File: src/design/arpc_pkg.sv
package arpc_pkg;

	// ARP header field values
	localparam logic [15:0] HW_ETHERNET   = 16'h0001;
	localparam logic [15:0] PROTO_IPV4    = 16'h0800;
	localparam logic [7:0]  MAX_HW_LEN    = 8'd6;
	localparam logic [7:0]  MAX_PROTO_LEN = 8'd4;
	localparam logic [15:0] OP_REQUEST    = 16'h0001;
	localparam logic [15:0] OP_REPLY      = 16'h0002;

	// Result status codes
	localparam logic [2:0] ST_BAD_HEADER  = 3'd0;
	localparam logic [2:0] ST_BAD_OP      = 3'd1;
	localparam logic [2:0] ST_REQ_OTHER   = 3'd2;
	localparam logic [2:0] ST_REPLY_SENT  = 3'd3;
	localparam logic [2:0] ST_REPLY_OTHER = 3'd4;
	localparam logic [2:0] ST_REFRESHED   = 3'd5;
	localparam logic [2:0] ST_INSERTED    = 3'd6;
	localparam logic [2:0] ST_FULL        = 3'd7;

	// Configuration register indexes
	localparam int          CFG_IDX_W   = 1;
	localparam int          CFG_DATA_W  = 48;
	localparam logic [0:0]  CFG_OWN_MAC = 1'b0;
	localparam logic [0:0]  CFG_OWN_IP  = 1'b1;

	typedef struct packed {
		logic [15:0] hw_type;
		logic [15:0] proto_type;
		logic [7:0]  hw_addr_len;
		logic [7:0]  proto_addr_len;
		logic [15:0] op_code;
		logic [47:0] sender_mac;
		logic [31:0] sender_ip;
		logic [47:0] target_mac;
		logic [31:0] target_ip;
		logic [31:0] now;
	} in_t;

	typedef struct packed {
		logic [2:0]  status;
		logic [47:0] reply_to_mac;
		logic [31:0] reply_to_ip;
		logic [3:0]  entry_index;
	} out_t;

	typedef struct packed {
		logic [31:0] ip;
		logic [47:0] mac;
		logic [31:0] tstamp;
	} cache_entry_t;

	// Controller to datapath
	typedef struct packed {
		logic latch_in;
		logic set_fast;
		logic clr_idx;
		logic rd_en;
		logic commit;
		logic load_out;
	} ctrl_cmd_t;

	// Datapath to controller
	typedef struct packed {
		logic need_scan;
		logic last_idx;
	} dp_stat_t;

endpackage

File: src/design/arpc_ctrl.sv
module arpc_ctrl (
	input  logic                  clk,
	input  logic                  arst_n,
	input  logic                  in_valid,
	output logic                  in_stall,
	output logic                  out_valid,
	input  logic                  out_stall,
	input  arpc_pkg::dp_stat_t    stat,
	output arpc_pkg::ctrl_cmd_t   cmd
);

	localparam logic [2:0] S_IDLE   = 3'd0;
	localparam logic [2:0] S_DECODE = 3'd1;
	localparam logic [2:0] S_SCAN   = 3'd2;
	localparam logic [2:0] S_DRAIN  = 3'd3;
	localparam logic [2:0] S_COMMIT = 3'd4;
	localparam logic [2:0] S_DONE   = 3'd5;

	logic [2:0] state_q;
	logic [2:0] state_d;
	logic       out_valid_q;
	logic       out_free;

	assign in_stall  = (state_q != S_IDLE);
	assign out_valid = out_valid_q;
	assign out_free  = !out_valid_q || !out_stall;

	always_comb begin
		state_d = state_q;
		cmd     = '0;
		case (state_q)
			S_IDLE: begin
				if (in_valid) begin
					cmd.latch_in = 1'b1;
					state_d      = S_DECODE;
				end
			end
			S_DECODE: begin
				if (stat.need_scan) begin
					cmd.clr_idx = 1'b1;
					state_d     = S_SCAN;
				end else begin
					cmd.set_fast = 1'b1;
					state_d      = S_DONE;
				end
			end
			S_SCAN: begin
				cmd.rd_en = 1'b1;
				if (stat.last_idx)
					state_d = S_DRAIN;
			end
			S_DRAIN: begin
				state_d = S_COMMIT;
			end
			S_COMMIT: begin
				cmd.commit = 1'b1;
				state_d    = S_DONE;
			end
			S_DONE: begin
				if (out_free) begin
					cmd.load_out = 1'b1;
					state_d      = S_IDLE;
				end
			end
			default: begin
				state_d = S_IDLE;
			end
		endcase
	end

	always_ff @(posedge clk or negedge arst_n) begin
		if (!arst_n) begin
			state_q     <= S_IDLE;
			out_valid_q <= 1'b0;
		end else begin
			state_q <= state_d;
			if (cmd.load_out)
				out_valid_q <= 1'b1;
			else if (!out_stall)
				out_valid_q <= 1'b0;
		end
	end

	a_accept_decodes: assert property (@(posedge clk) disable iff (!arst_n)
		(state_q == S_IDLE && in_valid && !in_stall) |=> state_q == S_DECODE)
		else $error("accepted transfer did not enter decode");

	a_scan_ends: assert property (@(posedge clk) disable iff (!arst_n)
		(state_q == S_SCAN && stat.last_idx) |=> state_q == S_DRAIN)
		else $error("scan did not stop at the last entry");

	a_no_overwrite: assert property (@(posedge clk) disable iff (!arst_n)
		!(cmd.load_out && out_valid_q && out_stall))
		else $error("output register overwritten while stalled");

endmodule

File: src/design/arpc_dp.sv
module arpc_dp #(
	parameter int TABLE_ENTRIES = 16
) (
	input  logic                                   clk,
	input  logic                                   arst_n,
	input  logic                                   cfg_wr_en,
	input  logic [arpc_pkg::CFG_IDX_W-1:0]         cfg_index,
	input  logic [arpc_pkg::CFG_DATA_W-1:0]        cfg_data,
	input  arpc_pkg::in_t                          in_data,
	output arpc_pkg::out_t                         out_data,
	input  arpc_pkg::ctrl_cmd_t                    cmd,
	output arpc_pkg::dp_stat_t                     stat
);

	localparam int IW = (TABLE_ENTRIES > 1) ? $clog2(TABLE_ENTRIES) : 1;
	localparam logic [IW-1:0] LAST_IDX = IW'(TABLE_ENTRIES - 1);

	logic [47:0]            own_mac_q;
	logic [31:0]            own_ip_q;
	arpc_pkg::in_t          item_q;
	arpc_pkg::out_t         res_q;
	arpc_pkg::out_t         out_q;
	arpc_pkg::out_t         fast_res;
	arpc_pkg::out_t         commit_res;
	arpc_pkg::cache_entry_t mem_q [TABLE_ENTRIES];
	logic [TABLE_ENTRIES-1:0] valid_q;

	logic [IW-1:0]          idx_q;
	logic                   rd_en_s1;
	logic [IW-1:0]          idx_s1;
	arpc_pkg::cache_entry_t rd_data_s1;
	logic                   rd_vld_s1;

	logic                   found_match_q;
	logic [IW-1:0]          match_idx_q;
	logic                   found_free_q;
	logic [IW-1:0]          free_idx_q;

	logic                   hdr_ok;
	arpc_pkg::cache_entry_t eff_entry;
	logic                   hit;
	logic                   free;
	logic                   wr_en;
	logic [IW-1:0]          wr_idx;
	logic [31:0]            wr_idx_wide;

	// Header checks and the outcomes that need no cache access
	always_comb begin
		hdr_ok = (item_q.hw_type == arpc_pkg::HW_ETHERNET) &&
			(item_q.proto_type == arpc_pkg::PROTO_IPV4) &&
			(item_q.hw_addr_len <= arpc_pkg::MAX_HW_LEN) &&
			(item_q.proto_addr_len <= arpc_pkg::MAX_PROTO_LEN);
		fast_res        = '0;
		fast_res.status = arpc_pkg::ST_BAD_HEADER;
		stat.need_scan  = 1'b0;
		stat.last_idx   = (idx_q == LAST_IDX);
		if (hdr_ok) begin
			if (item_q.op_code == arpc_pkg::OP_REQUEST) begin
				if (item_q.target_ip == own_ip_q) begin
					fast_res.status       = arpc_pkg::ST_REPLY_SENT;
					fast_res.reply_to_mac = item_q.sender_mac;
					fast_res.reply_to_ip  = item_q.sender_ip;
				end else begin
					fast_res.status = arpc_pkg::ST_REQ_OTHER;
				end
			end else if (item_q.op_code == arpc_pkg::OP_REPLY) begin
				if (item_q.target_mac == own_mac_q)
					stat.need_scan = 1'b1;
				else
					fast_res.status = arpc_pkg::ST_REPLY_OTHER;
			end else begin
				fast_res.status = arpc_pkg::ST_BAD_OP;
			end
		end
	end

	// Entries never written read as all zero
	assign eff_entry = rd_vld_s1 ? rd_data_s1 : '0;
	assign hit  = (eff_entry.ip == item_q.sender_ip) && (eff_entry.mac == item_q.sender_mac);
	assign free = (eff_entry.ip == 32'd0) && (eff_entry.tstamp == 32'd0);

	assign wr_en       = cmd.commit && (found_match_q || found_free_q);
	assign wr_idx      = found_match_q ? match_idx_q : free_idx_q;
	assign wr_idx_wide = 32'(wr_idx);

	// Outcome of a cache sweep
	always_comb begin
		commit_res = '0;
		if (found_match_q) begin
			commit_res.status      = arpc_pkg::ST_REFRESHED;
			commit_res.entry_index = wr_idx_wide[3:0];
		end else if (found_free_q) begin
			commit_res.status      = arpc_pkg::ST_INSERTED;
			commit_res.entry_index = wr_idx_wide[3:0];
		end else begin
			commit_res.status = arpc_pkg::ST_FULL;
		end
	end

	always_ff @(posedge clk or negedge arst_n) begin
		if (!arst_n) begin
			own_mac_q     <= '0;
			own_ip_q      <= '0;
			valid_q       <= '0;
			idx_q         <= '0;
			rd_en_s1      <= 1'b0;
			found_match_q <= 1'b0;
			found_free_q  <= 1'b0;
		end else begin
			if (cfg_wr_en) begin
				case (cfg_index)
					arpc_pkg::CFG_OWN_MAC: own_mac_q <= cfg_data[47:0];
					arpc_pkg::CFG_OWN_IP:  own_ip_q  <= cfg_data[31:0];
					default: ;
				endcase
			end
			rd_en_s1 <= cmd.rd_en;
			if (cmd.clr_idx) begin
				idx_q         <= '0;
				found_match_q <= 1'b0;
				found_free_q  <= 1'b0;
			end else begin
				if (cmd.rd_en)
					idx_q <= idx_q + 1'b1;
				if (rd_en_s1) begin
					if (hit && !found_match_q)
						found_match_q <= 1'b1;
					if (free && !found_free_q)
						found_free_q <= 1'b1;
				end
			end
			if (wr_en)
				valid_q[wr_idx] <= 1'b1;
		end
	end

	// Cache memory: one write, one registered read per cycle
	always_ff @(posedge clk) begin
		if (wr_en)
			mem_q[wr_idx] <= '{ip: item_q.sender_ip, mac: item_q.sender_mac,
				tstamp: item_q.now};
		if (cmd.rd_en) begin
			rd_data_s1 <= mem_q[idx_q];
			rd_vld_s1  <= valid_q[idx_q];
			idx_s1     <= idx_q;
		end
	end

	// Payload registers
	always_ff @(posedge clk) begin
		if (cmd.latch_in)
			item_q <= in_data;
		if (rd_en_s1 && !cmd.clr_idx) begin
			if (hit && !found_match_q)
				match_idx_q <= idx_s1;
			if (free && !found_free_q)
				free_idx_q <= idx_s1;
		end
		if (cmd.set_fast)
			res_q <= fast_res;
		else if (cmd.commit)
			res_q <= commit_res;
		if (cmd.load_out)
			out_q <= res_q;
	end

	assign out_data = out_q;

	a_refresh_status: assert property (@(posedge clk) disable iff (!arst_n)
		(cmd.commit && found_match_q) |=> res_q.status == arpc_pkg::ST_REFRESHED)
		else $error("matching entry not reported as refreshed");

	a_write_marks_valid: assert property (@(posedge clk) disable iff (!arst_n)
		wr_en |=> valid_q[$past(wr_idx)])
		else $error("written entry not marked valid");

endmodule

File: src/design/arp_responder_and_cache_top.sv
// ARP responder and cache. Each transfer on the input channel carries one parsed ARP
// header in host order plus the current time; each yields exactly one result transfer.
// Headers that are not Ethernet/IPv4 with address lengths of at most 6 and 4 bytes give
// status 0. A request for own_ip gives status 3 with the sender's addresses to reply to.
// A reply to own_mac scans the cache: the lowest entry with equal IP and MAC has its
// timestamp refreshed (status 5), otherwise the lowest free entry (IP and time both zero)
// is filled (status 6), otherwise status 7. An item that needs no cache access skips the
// sweep; a reply to own_mac waits on the single read port of the cache memory, which is
// swept one entry a cycle. One item is worked on at a time; the next is taken while a
// finished result still waits in the output register. The cache reads as all zero after
// reset through one valid bit per entry, so no clearing pass is needed. Write own_mac
// (index 0) and own_ip (index 1) only while the block is idle.
module arp_responder_and_cache_top #(
	parameter int TABLE_ENTRIES = 16
) (
	input  logic                             clk,
	input  logic                             arst_n,
	input  logic                             cfg_wr_en,
	input  logic [arpc_pkg::CFG_IDX_W-1:0]   cfg_index,
	input  logic [arpc_pkg::CFG_DATA_W-1:0]  cfg_data,
	input  logic                             in_valid,
	output logic                             in_stall,
	input  arpc_pkg::in_t                    in_data,
	output logic                             out_valid,
	input  logic                             out_stall,
	output arpc_pkg::out_t                   out_data
);

	arpc_pkg::ctrl_cmd_t cmd;
	arpc_pkg::dp_stat_t  stat;

	// Sequence decode, cache sweep, commit and output transfer
	arpc_ctrl u_ctrl (
		.clk       (clk),
		.arst_n    (arst_n),
		.in_valid  (in_valid),
		.in_stall  (in_stall),
		.out_valid (out_valid),
		.out_stall (out_stall),
		.stat      (stat),
		.cmd       (cmd)
	);

	// Hold the item, the own addresses and the cache; compare and update entries
	arpc_dp #(
		.TABLE_ENTRIES (TABLE_ENTRIES)
	) u_dp (
		.clk       (clk),
		.arst_n    (arst_n),
		.cfg_wr_en (cfg_wr_en),
		.cfg_index (cfg_index),
		.cfg_data  (cfg_data),
		.in_data   (in_data),
		.out_data  (out_data),
		.cmd       (cmd),
		.stat      (stat)
	);

endmodule

File: config.mk
export PLATFORM = sky130hd
export DESIGN_NAME = arp_responder_and_cache_top
export DESIGN_NICKNAME = d
export VERILOG_FILES = /design/src/design/arpc_pkg.sv /design/src/design/arpc_ctrl.sv /design/src/design/arpc_dp.sv /design/src/design/arp_responder_and_cache_top.sv
export SDC_FILE = /design/constraint.sdc
export NUM_CORES = 2
export LEC_CHECK = 0
export BUFFER_PORTS_ARGS = -buffer_cell sky130_fd_sc_hd__buf_2
export CORE_ASPECT_RATIO = 1.25
export CORE_MARGIN = 2
export CORE_UTILIZATION = 55
export DETAILED_ROUTE_END_ITERATION = 6
export GPL_ROUTABILITY_DRIVEN = 0
export PLACE_DENSITY = 0.82
export SETUP_SLACK_MARGIN = 0.2
export SYNTH_ARGS = -nofsm -noshare
export SYNTH_HDL_FRONTEND = slang
export SYNTH_SLANG_ARGS = --single-unit
File: constraint.sdc
create_clock -name clk -period 11.9 [get_ports clk]
set_clock_uncertainty 0.2 [all_clocks]
set_input_delay 2.38 -clock clk [delete_from_list [all_inputs] [get_ports clk]]
set_output_delay 2.38 -clock clk [all_outputs]
set_load 0.03 [all_outputs]
### Word-level counts from Yosys, hierarchy flattened

Memory sizes are Yosys's and may differ from the RTL's. A register that Yosys moved wholly into a read port is not among the register bits.
Cells that the tools add are included.

| storage, ports and cells | value |
|---|---|
| input bits | 310 |
| memory bits (writable) | 1792 |
| register bits | 550 |
| memories | 1 |

Memory list:

| name | words | width | rd ports | clocked after Yosys merged registers in | wr ports | line | text |
|---|---|---|---|---|---|---|---|
| u_dp.mem_q | 16 | 112 | 1 | 1 | 1 | arpc_dp.sv:25 | `arpc_pkg::cache_entry_t mem_q [TABLE_ENTRIES];` |

| operators by class | value |
|---|---|
| $add $sub $neg | 1 |
| mux-type cells | 49 |
| equality and inequality tests | 18 |
| bitwise gates (word level) | 2 |
| magnitude comparators | 5 |
| reduce and logical (&&, ||, !) cells | 33 |

Operators by type and width:

| cell | number |
|---|---|
| 87-bit 2-to-1 mux | 2 |
| 80-bit 2-to-1 mux | 2 |
| 112-bit 2-to-1 mux | 1 |
| 48-bit == test | 2 |
| 83-bit 2-to-1 mux | 1 |
| 32-bit == test | 2 |
| 32-bit zero test | 2 |
| 16-bit by 1-bit == test with 1-bit output, second input constant | 2 |
| 1-bit 2-to-1 mux | 26 |
| 3-bit 2-to-1 mux | 8 |
| 4-bit 2-to-1 mux | 5 |
| 3-bit case mux with 6 select lines | 1 |
| 16-bit by 12-bit == test with 1-bit output, second input constant | 1 |
| 16-bit by 2-bit == test with 1-bit output, second input constant | 1 |
| 8-bit by 3-bit <= comparator with 1-bit output, second input constant | 2 |
| 16-bit bitwise OR | 1 |
| 2-bit AND reduction | 6 |
| 1-bit logical AND | 10 |
| 4-bit by 5-bit less-than comparator with 1-bit output, second input constant | 2 |
| 2-bit nonzero test | 5 |
| 3-bit by 2-bit == test with 1-bit output, second input constant | 2 |
| 3-bit == test, second input constant | 2 |
| 1-bit zero test | 5 |
| 4-bit by 1-bit adder with 4-bit output, second input constant | 1 |
| 13 further kinds | 16 |

### Logic depth before layout (Yosys ltp)

| logic depth | value |
|---|---|
| depth after elaboration | 10 |
| mapped depth | 10 |
| mapped depth without buffers | 7 |

### Hierarchy

A second synthesis with hierarchy kept.

| unflattened totals | value |
|---|---|
| cells, all modules | 3877 |
| area, all modules | 91444.0 um^2 |

Modules (own cells, without submodules):

| module | area an instance (um^2) | instances | sequential area each (um^2) | cells each |
|---|---|---|---|---|
| arpc_dp | 91177.4 | 1 | 73015.0 | 3851 |
| arpc_ctrl | 266.5 | 1 | 100.1 | 26 |

### Worst setup path after synthesis

Ideal clock, no wire load.

| timing | value |
|---|---|
| kind | in2reg |
| start | input in_valid |
| end | register u_dp.item_q[0] (netlist name), enable pin |
| stages | 2 |
| arrival time | 12924 ps |
| path slack | -2103 ps |
| data required time | 10821 ps |
| cell sequence | inv_1 > nor2_1 |

RTL lines:

| item | line | text |
|---|---|---|
| from (decl) | arp_responder_and_cache_top.sv:21 | `input logic in_valid,` |
| to (signal assigned) | arpc_dp.sv:152 | `item_q <= in_data;` |
| to (decl) | arpc_dp.sv:20 | `arpc_pkg::in_t item_q;` |

### Worst setup path after layout

| timing | value |
|---|---|
| start | register u_ctrl.state_q[2] |
| end | memory u_dp.mem_q[1][103] (netlist name), enable pin |

| on the way | value |
|---|---|
| longest elaborated chain between the ends | 5 |

RTL lines:

| item | line | text |
|---|---|---|
| from (decl) | arpc_ctrl.sv:19 | `logic [2:0] state_q;` |
| from (signal assigned) | arpc_ctrl.sv:76 | `state_q <= state_d;` |
| 3-bit == test | arpc_ctrl.sv:31 | `case (state_q)` |
| 1-bit 2-to-1 mux | arpc_ctrl.sv:31 |  |
| 1-bit logical AND | arpc_dp.sv:82 | `assign wr_en = cmd.commit && (found_match_q \|\| found_free_q);` |
| 1-bit 2-to-1 mux | arpc_dp.sv:139 | `if (wr_en)` |
| 1-bit 2-to-1 mux (not written as such) | arpc_dp.sv:140 | `mem_q[wr_idx] <= '{ip: item_q.sender_ip, mac: item_q.sender_mac,` |
| to (decl) | arpc_dp.sv:25 |  |

No other way between the ends.

==> impl_metrics.json <==
{
  "status": "finished, violations left",
  "violations": "DRC",
  "path_max_fanout": 50,
  "first_global_vias": 47800,
  "ant_nets": 0,
  "min_path_type": "register to register",
  "yosys.area.top_type": "edfxtp_1",
  "slew_violations": 0,
  "area_delta_synth_final_pct": 13.64,
  "fmax_mhz": 204.9,
  "pwr_density_cell_nw_per_um2": 184.1,
  "holdWs_ns": 0.2168,
  "cp_cell_sequence": "inv_1 > nor3_1 > and2_1 > nand2_1 > nor2_4 > buf_4 > buf_4",
  "dr.first_iter.drc_count": 7546,
  "viasPerCell": 6.753,
  "p_leak_nw": 32.76,
  "drc": 1,
  "crit_slowest_cell": "buf_4",
  "synth_area_leaders": "edfxtp_1, mux4_2, dfrtp_1, mux2_2, xnor2_1",
  "synth_seq_cells": 2454,
  "yosysSeqAreaShare_pct": 79.93,
  "cap_violations": 0,
  "io_buffer_count": 398,
  "finalCritPeriodShare_pct": 41.01,
  "postSynth.asyncResetShare_pct": 4.360,
  "end_kind": "register",
  "finalSetupViolations": 0,
  "syn_area_sq_um": 91470,
  "core_area_sq_um": 165500,
  "drt-total-wl_um": 242100,
  "slowest_delay_ns": 0.94,
  "post-route-min-period_ns": 4.881,
  "cts_made_buffers": 218,
  "ys_warn_count": 0,
  "synth_top_area_share_pct": 76.92,
  "crit_path_frequent_cell": "buf_4",
  "wire_per_inst_um": 35.43,
  "path_class": "register to register",
  "ctsResizeCount": 0,
  "num_rows": 167,
  "dieArea_sq_um": 169600,
  "grt_use_total_pct": 28.79,
  "cp-start-kind": "register",
  "die_h_um": 460.0,
  "slew_headroom_pct": 19.99,
  "fillers": 10290,
  "die_w_um": 368.8,
  "critPathRequiredTime_ns": 12.18,
  "synth_fp_nets": 4211,
  "ir_drop_v": 0.0001539,
  "antenna_found_initial": 25,
  "rsz0062_at_grt": "false",
  "tns_ns": 0,
  "synthCells": 3900,
  "grt_start_max_net_pins": 122,
  "cts_tree": "built",
  "cts_hold_buf": 0,
  "ys_dominant_reg_cell": "edfxtp_1",
  "drive_gt1_share_pct": 33.07,
  "clk_path_buf_depth": 3,
  "pin_count": 399,
  "clock_sinks": 2454,
  "clkLatencyLatePin_ns": 0.88,
  "dr.pass1.iters": 7,
  "grt_pass1_wl_um": 342900,
  "start_util_pct": 55.28,
  "fin_nets": 4748,
  "tightest_slew_ns": 1.189,
  "avgSynthCellArea_sq_um": 23.45,
  "hold_viol": 0,
  "grt-ovfl-total": 0,
  "clockRootBuffer": "clkbuf_16",
  "synth_edf_count": 2343,
  "clk_pin_slew_worst_paths_ns": 0.07,
  "cts_htree_levels": 4,
  "worstPathArrival_ns": 5.16,
  "dp_hpwl_um": 120100,
  "synth_cell_types": 60,
  "post_cts_buffers": 0,
  "dr_total_vias": 46150
}
==> through the flow <==
stage / power, W / util [%] / std cells / instance area, sq um / setup slack, ns
2_1_floorplan: 0.01131 / - / 3900 / 91480 / 1.073
3_3_place_gp: 0.01182 / 58.28 / 6414 / 96450 / 7.043
3_5_place_dp: 0.01188 / 58.28 / 6414 / 96450 / 7.020
4_1_cts: 0.01919 / 62.80 / 6826 / 103900 / 7.111
5_1_grt: 0.01957 / 62.80 / 6827 / 103900 / 6.893
6_report: 0.01914 / 62.81 / 6833 / 103900 / 7.019
==> cells in the final DEF (no fill, tap or decap), types with 24 or more instances in the layout <==
cell type and instances:
and2_1 52, buf_2 397, buf_4 69, bufinv_16 32, clkbuf_1 45, clkbuf_16 220, clkinv_1 34, clkinv_2 38
dfrtp_1 103, edfxtp_1 2343, inv_1 25, mux2_2 80, mux4_2 565, nand2_1 57, nand3_1 26, nand4_1 33
nor2_1 43, nor4_1 44, o22ai_1 24, xnor2_1 84
==> synth_stat cells, types with 22 or more instances <==
library cell,number
edfxtp_1,2343
mux4_2,565
dfrtp_1,107
clkbuf_1,105
xnor2_1,84
mux2_2,80
nor2_1,60
nand2_1,57
and2_1,52
nor4_1,44
buf_1,39
nand4_1,33
nand3_1,26
inv_1,25
o22ai_1,24
and2_2,23
o21ai_0,22
==> where the power goes <==
group | internal, W | switching, W | total, W
sequential | 0.0103 | 0.000453 | 0.0107
combinational | 0.000265 | 0.000764 | 0.00103
clock | 0.00415 | 0.00326 | 0.00741
total | 0.0147 | 0.00448 | 0.0191
==> per-layer routing <==
metal / up-vias / share of wire [%] / track usage, % / routed length, um
met1: 23730 / 33 / 36.38 / 80040
met3: 824 / 12 / 7.094 / 28550
met4: 24 / 5.4 / 13.81 / 13080
met2: 4088 / 50 / 47.15 / 120200
li1: 17490 / - / - / -
met5: - / 0.064 / 0 / 156
==> state kept, by name (all words and copies together) (netlist names), 3 cells and up <==
register and count:
u_dp.idx_s1 4, u_dp.own_mac_q 48, u_dp.rd_data_s1 112, u_dp.mem_q 1792, u_dp.match_idx_q 4, u_dp.idx_q 4
u_dp.out_data 87, u_ctrl.state_q 3, u_dp.valid_q 16, u_dp.res_q 87, u_dp.free_idx_q 4, u_dp.own_ip_q 32
u_dp.item_q 256
==> area by class of cell <==
cell class                 instances  area [sq um]  area share [%]
antenna                            7         17.52         0.01685
timing repair buffer             479          2765           2.660
clock buffer                     268          5715           5.498
sequential                      2454         73130           70.35
inverter                          25         93.84         0.09028
multi-input combinational       1259         17720           17.04
tap                             2197          2749           2.645
clock inverter                   144          1760           1.694
==> worst max-delay path, delay by kind of cell (launching register included) <==
kind | cells | cell delay, ns
and+or+nand+nor | 4 | 1.88
buffers and inverters | 3 | 1.90
DFF | 1 | 0.44
==> final timing paths <==
check | from | to | slack, ns | depth (start not counted)
hold reg to reg | u_dp.res_q[50] | u_dp.out_data[50] | 0.22 | 0
max in group asynchronous | arst_n | u_dp.idx_q[0] | 8.74 | 2
min in group asynchronous | arst_n | u_dp.own_mac_q[6] | 1.35 | 1
setup / recovery | u_ctrl.state_q[2] | u_dp.mem_q[1][103] | 7.02 | 7
hold / removal | u_dp.res_q[50] | u_dp.out_data[50] | 0.22 | 0
setup reg to reg | u_ctrl.state_q[2] | u_dp.mem_q[1][103] | 7.02 | 7
==> cell families (layout without fill, tap and decap cells) <==
| kind of cell | Yosys count | count (layout) | share of synthesized area (%) |
|---|---|---|---|
| buffers and inverters | 187 | 916 | 0.8713 |
| flip-flops | 2454 | 2454 | 79.93 |
| XOR/XNOR | 104 | 104 | 0.9958 |
| AO/OA/AOI/OAI | 118 | 118 | 0.8645 |
| AND/OR/NAND/NOR | 389 | 389 | 2.407 |
| adder cells (fa/ha/maj) | 1 | 1 | 0.01368 |
| other | 0 | 7 | 0 |
| multiplexers | 647 | 647 | 14.92 |
(Power assumes the default switching activity.)
